<file path="config.mk">
export PLATFORM = sky130hd
export DESIGN_NAME = ndccag_ctrl
export DESIGN_NICKNAME = d
export VERILOG_FILES = /design/src/rtl/core/ndccag_pkg.sv /design/src/rtl/core/ndccag_ctrl.sv
export SDC_FILE = /design/constraint.sdc
export NUM_CORES = 1
export LEC_CHECK = 0
export BUFFER_PORTS_ARGS = -buffer_cell sky130_fd_sc_hd__buf_2
export CORE_MARGIN = 2
export CORE_UTILIZATION = 40
export CTS_BUF_LIST = sky130_fd_sc_hd__clkbuf_8
export CTS_CLUSTER_SIZE = 25
export DETAILED_ROUTE_END_ITERATION = 12
export PLACE_DENSITY = 0.67
export SLEW_MARGIN = 20
export SYNTH_ARGS = -nofsm -noshare
export SYNTH_HDL_FRONTEND = slang
export SYNTH_SLANG_ARGS = --single-unit
</file>
<file path="constraint.sdc">
create_clock -name clk -period 1.51 [get_ports clk]
set_input_delay 0.151 -clock clk [delete_from_list [all_inputs] [get_ports clk]]
set_output_delay 0.151 -clock clk [all_outputs]
set_load 0.01 [all_outputs]
</file>
<file path="src/rtl/core/ndccag_pkg.sv">
// shared types, widths and codes for the nd chunk copy address generator
// used by ndccag_ctrl, ndccag_dp and nd_chunk_copy_address_generator
package ndccag_pkg;

  localparam int MAX_DIMS  = 3;
  localparam int DIM_W     = 16;
  localparam int STRIDE_W  = 2 * DIM_W;
  localparam int OFF_W     = 52;
  localparam int RUN_W     = 20;
  localparam int ITEM_W    = 5;
  localparam int MAX_ITEM  = 16;
  localparam int DIMS_W    = 2;
  localparam int CFG_IDX_W = 3;

  typedef logic [DIM_W-1:0]    dim_t;
  typedef logic [STRIDE_W-1:0] stride_t;
  typedef logic [OFF_W-1:0]    off_t;
  typedef logic [RUN_W-1:0]    run_t;
  typedef logic [ITEM_W-1:0]   item_t;

  // request kinds
  localparam logic REQ_START = 1'b0;
  localparam logic REQ_NEXT  = 1'b1;

  // result status codes
  typedef enum logic [1:0] {
    ST_OK    = 2'd0,
    ST_COORD = 2'd1,
    ST_NOACT = 2'd2
  } status_t;

  // configuration register indexes
  typedef enum logic [CFG_IDX_W-1:0] {
    CFG_DIM0      = 3'd0,
    CFG_DIM1      = 3'd1,
    CFG_DIM2      = 3'd2,
    CFG_CHUNK0    = 3'd3,
    CFG_CHUNK1    = 3'd4,
    CFG_CHUNK2    = 3'd5,
    CFG_ITEM      = 3'd6,
    CFG_DIMS_USED = 3'd7
  } cfg_idx_t;

  // controller to datapath commands
  typedef struct packed {
    logic    latch_start;
    logic    grid;
    logic    clip;
    logic    term;
    logic    sum;
    logic    load_run;
    logic    load_err;
    status_t err_code;
    logic    advance;
  } dp_cmd_t;

  // datapath to controller status
  typedef struct packed {
    logic coord_err;
    logic last;
  } dp_stat_t;

endpackage

</file>
<file path="src/rtl/core/ndccag_ctrl.sv">
// controller: sequences start and next transactions, tracks the active chunk
// depends on ndccag_pkg; commands ndccag_dp through dp_cmd_t
module ndccag_ctrl (
  input  logic                  clk,
  input  logic                  rst_n,
  input  logic                  in_valid,
  output logic                  in_ready,
  input  logic                  in_req_type,
  output logic                  out_valid,
  input  logic                  out_ready,
  output ndccag_pkg::dp_cmd_t   cmd,
  input  ndccag_pkg::dp_stat_t  stat
);

  typedef enum logic [6:0] {
    S_IDLE = 7'b0000001,
    S_GRID = 7'b0000010,
    S_CLIP = 7'b0000100,
    S_TERM = 7'b0001000,
    S_SUM  = 7'b0010000,
    S_OUT  = 7'b0100000,
    S_ERR  = 7'b1000000
  } state_t;

  state_t              state_r, state_nxt;
  logic                active_r, active_nxt;
  logic                out_valid_r, out_valid_nxt;
  ndccag_pkg::status_t err_code_r, err_code_nxt;
  logic                out_free;

  assign out_free  = !out_valid_r || out_ready;
  assign in_ready  = (state_r == S_IDLE);
  assign out_valid = out_valid_r;

  // next state and commands
  always_comb begin
    state_nxt     = state_r;
    active_nxt    = active_r;
    err_code_nxt  = err_code_r;
    out_valid_nxt = out_valid_r && !out_ready;
    cmd           = '0;
    cmd.err_code  = err_code_r;
    unique case (state_r)
      S_IDLE: begin
        if (in_valid) begin
          if (in_req_type == ndccag_pkg::REQ_NEXT) begin
            if (active_r) begin
              state_nxt = S_TERM;
            end else begin
              err_code_nxt = ndccag_pkg::ST_NOACT;
              state_nxt    = S_ERR;
            end
          end else begin
            cmd.latch_start = 1'b1;
            active_nxt      = 1'b0;
            state_nxt       = S_GRID;
          end
        end
      end
      S_GRID: begin
        cmd.grid  = 1'b1;
        state_nxt = S_CLIP;
      end
      S_CLIP: begin
        cmd.clip = 1'b1;
        if (stat.coord_err) begin
          err_code_nxt = ndccag_pkg::ST_COORD;
          state_nxt    = S_ERR;
        end else begin
          active_nxt = 1'b1;
          state_nxt  = S_TERM;
        end
      end
      S_TERM: begin
        cmd.term  = 1'b1;
        state_nxt = S_SUM;
      end
      S_SUM: begin
        cmd.sum   = 1'b1;
        state_nxt = S_OUT;
      end
      S_OUT: begin
        if (out_free) begin
          cmd.load_run  = 1'b1;
          cmd.advance   = 1'b1;
          out_valid_nxt = 1'b1;
          if (stat.last) active_nxt = 1'b0;
          state_nxt = S_IDLE;
        end
      end
      S_ERR: begin
        if (out_free) begin
          cmd.load_err  = 1'b1;
          out_valid_nxt = 1'b1;
          state_nxt     = S_IDLE;
        end
      end
      default: state_nxt = S_IDLE;
    endcase
  end

  // control registers
  always_ff @(posedge clk) begin
    if (!rst_n) begin
      state_r     <= S_IDLE;
      active_r    <= 1'b0;
      out_valid_r <= 1'b0;
      err_code_r  <= ndccag_pkg::ST_OK;
    end else begin
      state_r     <= state_nxt;
      active_r    <= active_nxt;
      out_valid_r <= out_valid_nxt;
      err_code_r  <= err_code_nxt;
    end
  end

endmodule

</file>
* Yosys cells after proc, flatten, opt, wreduce, memory -nomap -nowiden *
Index checks and enable logic that the tools add are counted.

word-level totals
  bits of input ports = 7
  register bits = 11

cells by class
  muxes and demuxes = 29
  equality and inequality tests = 16
  reduce and logical (&&, ||, !) cells = 10

operators by type and width
  operator              number
  $pmux W7 S6           1
  $mux W7               5
  $mux W1               17
  $ne A2 B2 Y1 const B  7
  $mux W2               4
  $eq A7 B1 Y1 const B  1
  $eq A7 B2 Y1 const B  1
  $eq A7 B3 Y1 const B  1
  $eq A7 B4 Y1 const B  1
  $eq A7 B5 Y1 const B  1
  $eq A7 B6 Y1 const B  1
  $eq A7 B7 Y1 const B  1
  $reduce_and A6 Y1     1
  $reduce_and A5 Y1     1
  $ne A2 B1 Y1 const B  2
  $pmux W2 S2           1
  $pmux W1 S3           1
  $reduce_bool A3 Y1    1
  $logic_not A1 Y1      2
  $reduce_and A2 Y1     1
  $reduce_bool A2 Y1    1
  $reduce_or A2 Y1      1
  $logic_and A1 B1 Y1   1
  $logic_or A1 B1 Y1    1

* Longest topological paths before layout *
Gate-level depths: netlist of the first run.

  word-level depth = 4
  depth in mapped cells = 5
  mapped depth without buffers = 4

* Worst setup path after synthesis of the first run *
No wires, ideal clock.

  kind = register to output
  start point = reg state_r[1]
  end point = out cmd[4] (netlist name)
  path slack = -213 ps
  cell stages (with the launch flop) = 6
  data arrival time = 1572 ps
  cell sequence = dfxtp_1 buf_2 nor3_2 nand3_1 nor3b_1 buf_4

RTL lines
  what                    line                source
  from (decl)             ndccag_ctrl.sv:25   state_t state_r, state_nxt;
  from (signal assigned)  ndccag_ctrl.sv:110  state_r <= state_nxt;
  to (decl)               ndccag_ctrl.sv:11   output ndccag_pkg::dp_cmd_t cmd,

==> run_results.csv, run 1 <==
group,metric,value,unit
cts,htreeDepth,1,
synth,synth_area_per_cell,8.518,µm²
cells_and_area,regArea,226.5,µm²
timing,worst_pin_slew,365.1,ps
timing,relSlewSlack,75.66,%
cells_and_area,nets,116,
worst_setup_path,cp_data_required_time,1360,ps
timing,finalMaxSlewViolations,0,
placement,dpl.hpwl,1207,µm
synth,synth_cell_type_count,36,
synth,yosysSeqAreaShare,33.15,%
worst_setup_path,worstSetupStartpointType,"flop",
global_routing,grt_pass1_wl,2739,µm
synth,synth_edf_count,0,
run_status,violations,"setup timing",
cts,clk_path_buf_depth,2,
placement,pre_cts_ws,-101.5,ps
detailed_routing,drt-pass1-iter-count,4,
floorplanning,core,1524,µm²
synth,netlist_area,664.4,µm²
worst_setup_path,worstReg2RegStart,"state_r[6]$_SDFFE_PN0P_",
detailed_routing,drtAntennaViolNets,0,
floorplanning,die_w,44.76,µm
cells_and_area,area_growth_syn_to_layout,48.40,%
cells_and_area,multi_input_area,474.2,µm²
detailed_routing,routed_wl,1693,µm
worst_setup_path,worstPathArrival,1650,ps
timing,hold_viol,0,
worst_setup_path,r2r-end,"state_r[3]$_SDFFE_PN0P_",
worst_setup_path,crit_path_start,"state_r[6]$_SDFFE_PN0P_",
synth,synth_flop_cell,"dfxtp_1",
timing,setup_viol,16,
timing,setup_ws,-294.9,ps
timing,final.setup.tns,-2338,ps
detailed_routing,wire_per_inst,13.65,µm
synth,ys_seq_elements,11,
power,p_seq_share,39.4,%
power,ir_drop,0.5085,mV
power,power_frac_comb,24.9,%
detailed_routing,drt_iter0_drc,4,
global_routing,grt_pass1_vias,661,
placement,port_buffers,18,
power,p_leak,0.4529,nW
timing,period_minus_slack,1805,ps
power,switching_share,27.42,%
worst_setup_path,worst-r2r-setup-slack,-220,ps
cells_and_area,drive_above_1_share,52.78,%
worst_setup_path,reg2reg_depth,5,
detailed_routing,route.detailed.drc,0,
timing,skew,2.711,ps
synth,synth_cells,78,
cts,cts_buffers,3,
cts,clkLatencyLatePin,240,ps
power,fin_total_pwr,0.8001,mW
cells_and_area,fin_util,64.70,%
floorplanning,start_util,43.60,%
worst_setup_path,endpoint,"cmd[7]",
synth,ys_warn_count,0,
detailed_routing,via_per_inst,5.484,
worst_setup_path,end_kind,"primary output",
global_routing,grt_max_degree,8,
floorplanning,placementRows,14,
timing,rsz0062_at_grt,"yes",
worst_setup_path,critPathMaxFanout,4,
power,p_clk_share,35.7,%
worst_setup_path,path_class,"flop to primary output",
run_status,outcome,"finished with violations",
synth,async_flop_share,0,%
job,drv_cap,0,
cts,cts_tree,"done",
power,p_int,0.5807,mW
floorplanning,io_pins,19,
cts,clock-root-buffer,"clkbuf_8",
power,power_density,811.5,nW/µm²
synth,syn_nets,85,
timing,timing.fmax,0.5541,GHz
floorplanning,die_area,2003,µm²
power,power.switching,0.2194,mW
placement,gp_congestion,0.7685,
cts,clkTransAtPathRegs,50,ps
floorplanning,die_h,44.76,µm
cells_and_area,nFillCells,129,
global_routing,grt_use_total,18.73,%
detailed_routing,vias,680,
timing,post-route-period-util,119.5,%
global_routing,overflow,0,
min_path,hold_class,"input pin to flop",
global_routing,antenna_found_initial,0,
cells_and_area,antenna_cells,0,
cts,clock-sinks,11,
cts,holdBufCountCts,0,
## kinds of logic after synthesis
| family | Yosys count | synth area share [%] |
|---|---|---|
| simple gates | 37 | 39.55 |
| compound gates | 17 | 16.01 |
| flops | 11 | 33.14 |
| buf+inv | 11 | 8.661 |
| xor+xnor | 2 | 2.637 |
## area by class of cell
type | count | share of cell area [%]
multi-input combinational | 56 | 48.10
sequential | 11 | 22.97
clock inverter | 1 | 0.3807
clock buffer | 3 | 4.188
inverter | 6 | 2.284
timing repair buffer | 31 | 20.05
tap | 16 | 2.030
## synth_stat cells (2+ instances only)
library cell  count  area [µm²]
inv_1             6       22.52
nand2b_1          3       18.77
xor2_1            2       17.52
nor2b_1           3       18.77
buf_4             2       15.01
nor3_2            2       20.02
nor2_1            6       22.52
o21ai_0           2       10.01
nor3b_1           3       22.52
o21ai_1           4       20.02
nand3_1           6       30.03
dfxtp_1          11       220.2
a21oi_1           5       25.02
## critical path, stage by stage, from the launching register on
cell and delay (ps):
dfxtp_2 320, or4_4 580, buf_4 180, nor3_4 170, buf_2 150
## layer usage
| metal | up-vias | wire length (µm) | track usage [%] |
|---|---|---|---|
| li1 | 337 | - | - |
| met1 | 326 | 727 | 22.44 |
| met2 | 14 | 885 | 32.75 |
| met3 | 3 | 56 | 2.400 |
| met4 | 0 | 23 | 9.091 |
| met5 | - | 0 | 0 |
## layout by cell type (no fill, tap or decap), types with 2 or more instances in the layout
| master | instances |
|---|---|
| nor2_1 | 5 |
| dfxtp_1 | 8 |
| buf_2 | 17 |
| a21oi_1 | 4 |
| buf_6 | 2 |
| nor3_4 | 3 |
| buf_4 | 12 |
| nor4_4 | 2 |
| o21ai_0 | 2 |
| nand3_2 | 4 |
| nor2b_1 | 3 |
| inv_1 | 7 |
| dfxtp_2 | 2 |
| nor3b_4 | 2 |
| clkbuf_8 | 3 |
| xor2_1 | 2 |
| o21ai_1 | 4 |
| nand2b_1 | 3 |
| nand3_1 | 2 |
## flip-flops by register name, indices dropped and copies added (netlist names)
register,count
err_code_r,2
state_r,7
active_r,1
out_valid,1
## how the worst min path moves through the flow
stage	from	endpoint	slack (ps)	depth (start not counted)
CTS	stat[0]	active_r$_SDFFE_PN0P_	100	2
finish	stat[0]	active_r$_SDFFE_PN0P_	100	2
global placement	stat[0]	active_r$_SDFFE_PN0P_	340	2
floorplan	rst_n	state_r[0]$_SDFFE_PN1P_	230	1
global route	stat[0]	active_r$_SDFFE_PN0P_	100	2
detailed placement	stat[0]	active_r$_SDFFE_PN0P_	360	2
## per-stage QoR
step	instance area, µm²	hold WS (ps)	cells
detailed placement	810.8	355.0	115
global placement	810.8	335.8	115
finish	985.9	103.6	124
floorplan	675.6	231.0	78
global route	985.9	95.35	124
CTS	949.7	102.6	123
## power by group through the flow
stage	logic [mW]	clock network, mW	registers, mW
finish	0.199	0.286	0.315
global route	0.216	0.306	0.317
global placement	0.152	0	0.318
detailed placement	0.153	0	0.318
floorplan	0.100	0	0.315
CTS	0.190	0.290	0.313
## repair_timing
action,CTS,global route
pin swaps,1,7
gates resized for setup,13,8
endpoints found under the setup margin,14,19
cloned,0,0
buffers inserted,4,1
No activity file was read; power rests on OpenSTA's default activity.
==> run 2, diff against run 1 <==
--- a/config.mk
+++ b/config.mk
@@ -12,6 +12,7 @@
 export CTS_CLUSTER_SIZE = 25
 export DETAILED_ROUTE_END_ITERATION = 12
 export PLACE_DENSITY = 0.67
+export RECOVER_POWER = 50
 export SLEW_MARGIN = 20
 export SYNTH_ARGS = -nofsm -noshare
 export SYNTH_HDL_FRONTEND = slang
==> run 2 against run 1 <==
  * The flow still finishes with violations (setup timing)
  * Clock power hardly changed
  * Total power hardly changed
  * Wire length shrank 0.24%
  * Non-clock buffer count stayed put
  * Critical endpoint unchanged
==> run_results.csv, run 2 (synthesized netlist as in run 1, its figures left out) <==
group,metric,value,unit
run_status,violations,"setup timing",
cells_and_area,area_growth_syn_to_layout,48.02,%
global_routing,antenna_found_initial,0,
global_routing,grt_pass1_vias,661,
worst_setup_path,worstReg2RegStart,"state_r[6]$_SDFFE_PN0P_",
worst_setup_path,end_kind,"primary output",
floorplanning,die_area,2003,µm²
cts,clock-root-buffer,"clkbuf_8",
cells_and_area,final_cell_mix,"15 x buf_2, 12 x buf_4, 8 x dfxtp_1",
floorplanning,die_h,44.76,µm
floorplanning,placementRows,14,
floorplanning,start_util,43.60,%
detailed_routing,wire_per_inst,13.62,µm
timing,hold_viol,0,
worst_setup_path,worstSetupStartpointType,"flop",
cells_and_area,instances_no_fill,124,
run_status,outcome,"finished with violations",
worst_setup_path,r2r-end,"state_r[3]$_SDFFE_PN0P_",
min_path,hold_end,"active_r$_SDFFE_PN0P_",
timing,setup_viol,16,
timing,skew,2.711,ps
cts,clock-sinks,11,
cells_and_area,drive_above_1_share,50.93,%
cells_and_area,nFillCells,127,
worst_setup_path,path_class,"flop to primary output",
cells_and_area,largest_reg_flops,7,
cells_and_area,multi_input_area,474.2,µm²
power,ir_drop,0.5067,mV
job,drv_cap,0,
cts,clkLatencyLatePin,240,ps
placement,dpl.hpwl,1207,µm
worst_setup_path,cp_data_required_time,1360,ps
detailed_routing,route.detailed.drc,0,
floorplanning,core,1524,µm²
timing,relSlewSlack,75.65,%
cells_and_area,regMostFlops,"state_r",
global_routing,overflow,0,
power,p_leak,0.4445,nW
detailed_routing,vias,680,
worst_setup_path,worstPathArrival,1650,ps
floorplanning,io_pins,19,
cts,cts_tree,"done",
detailed_routing,drtAntennaViolNets,0,
power,power_density,813.0,nW/µm²
placement,pre_cts_ws,-101.5,ps
detailed_routing,drt_iter0_drc,4,
cts,clkTransAtPathRegs,50,ps
cells_and_area,antenna_cells,0,
cts,cts_buffers,3,
min_path,worstHoldStart,"stat[0]",
worst_setup_path,worst-r2r-setup-slack,-220,ps
global_routing,grt_max_degree,8,
worst_setup_path,critPathMaxFanout,4,
timing,period_minus_slack,1805,ps
timing,timing.fmax,0.5541,GHz
floorplanning,die_w,44.76,µm
timing,rsz0062_at_grt,"yes",
cts,htreeDepth,1,
cells_and_area,regArea,226.5,µm²
cts,clk_path_buf_depth,2,
cts,holdBufCountCts,0,
cells_and_area,nets,116,
timing,setup_ws,-294.9,ps
placement,placed_cells,115,
global_routing,grt_use_total,18.73,%
timing,post-route-period-util,119.5,%
min_path,hold_class,"input pin to flop",
timing,finalMaxSlewViolations,0,
detailed_routing,routed_wl,1689,µm
cells_and_area,final_common_cell,"buf_2",
worst_setup_path,reg2reg_depth,5,
min_path,holdPathStages,2,
placement,port_buffers,18,
global_routing,grt_pass1_wl,2739,µm
placement,gp_congestion,0.7685,
detailed_routing,drt-pass1-iter-count,4,
timing,worst_pin_slew,365.3,ps
cells_and_area,top_regs,"state_r (7), err_code_r (2)",
detailed_routing,via_per_inst,5.484,
-- run 2: cell count changes in the layout (fill, tap and decap cells not counted), sizes merged --
cell    change
clkbuf      +2
buf         -2
-- run 2: stage by stage --
step | util (%) | setup TNS (ps) | hold slack, ps | instance area (µm²) | total power [mW]
2_1_floorplan | - | -298.7 | 231.0 | 675.6 | 0.4155
6_report | 64.53 | -2339 | 103.6 | 983.4 | 0.7995
3_3_place_gp | 53.20 | -88.09 | 335.8 | 810.8 | 0.4692
3_5_place_dp | 53.20 | -235.2 | 355.0 | 810.8 | 0.4711
5_1_grt | 64.53 | -3593 | 95.35 | 983.4 | 0.8378
4_1_cts | 62.32 | -1182 | 102.6 | 949.7 | 0.7930
-- run 2: worst max-delay path, stage by stage, from the launching register on --
cell     delay, ps
dfxtp_2        320
or4_4          580
buf_4          180
nor3_4         170
buf_2          150
-- run 2: how the worst max path moves through the flow --
stage / depth (start not counted) / slack, ps / endpoint / startpoint
after global routing: 4 / -360 / cmd[9] / state_r[6]$_SDFFE_PN0P_
after CTS: 4 / -290 / cmd[9] / state_r[5]$_SDFFE_PN0P_
after detailed placement: 4 / -100 / active_r$_SDFFE_PN0P_ / state_r[3]$_SDFFE_PN0P_
after floorplan: 5 / -110 / state_r[1]$_SDFFE_PN0P_ / state_r[5]$_SDFFE_PN0P_
after global placement: 4 / -40 / cmd[9] / state_r[3]$_SDFFE_PN0P_
final: 4 / -290 / cmd[7] / state_r[6]$_SDFFE_PN0P_
-- run 2: where the power goes --
| group | switching, mW | leakage, nW | internal, mW |
|---|---|---|---|
| Sequential | 0.0124 | 0.0903 | 0.303 |
| Combinational | 0.0992 | 0.327 | 0.0990 |
| Clock | 0.108 | 0.0269 | 0.178 |
-- run 2: what timing repair did --
item	CTS	global route
gates cloned	0	0
gates resized for setup	13	8
endpoints found under the setup margin	14	19
setup buffers	4	1
pin swaps	1	7
-- run 2: layer usage --
| metal | vias to the layer above | global-route usage (%) | share of wire (%) |
|---|---|---|---|
| met1 | 326 | 22.44 | 43 |
| met2 | 14 | 32.75 | 52 |
| met3 | 3 | 2.400 | 3.3 |
| met5 | - | 0 | 0 |
| li1 | 337 | - | - |
| met4 | 0 | 9.091 | 1.4 |
-- run 2: cell type report --
class	instances	share of cell area, %
Multi-Input combinational cell	56	48.22
Sequential cell	11	23.03
Timing Repair Buffer	31	19.85
Clock buffer	3	4.198
Inverter	6	2.290
Tap cell	16	2.036
Clock inverter	1	0.3817
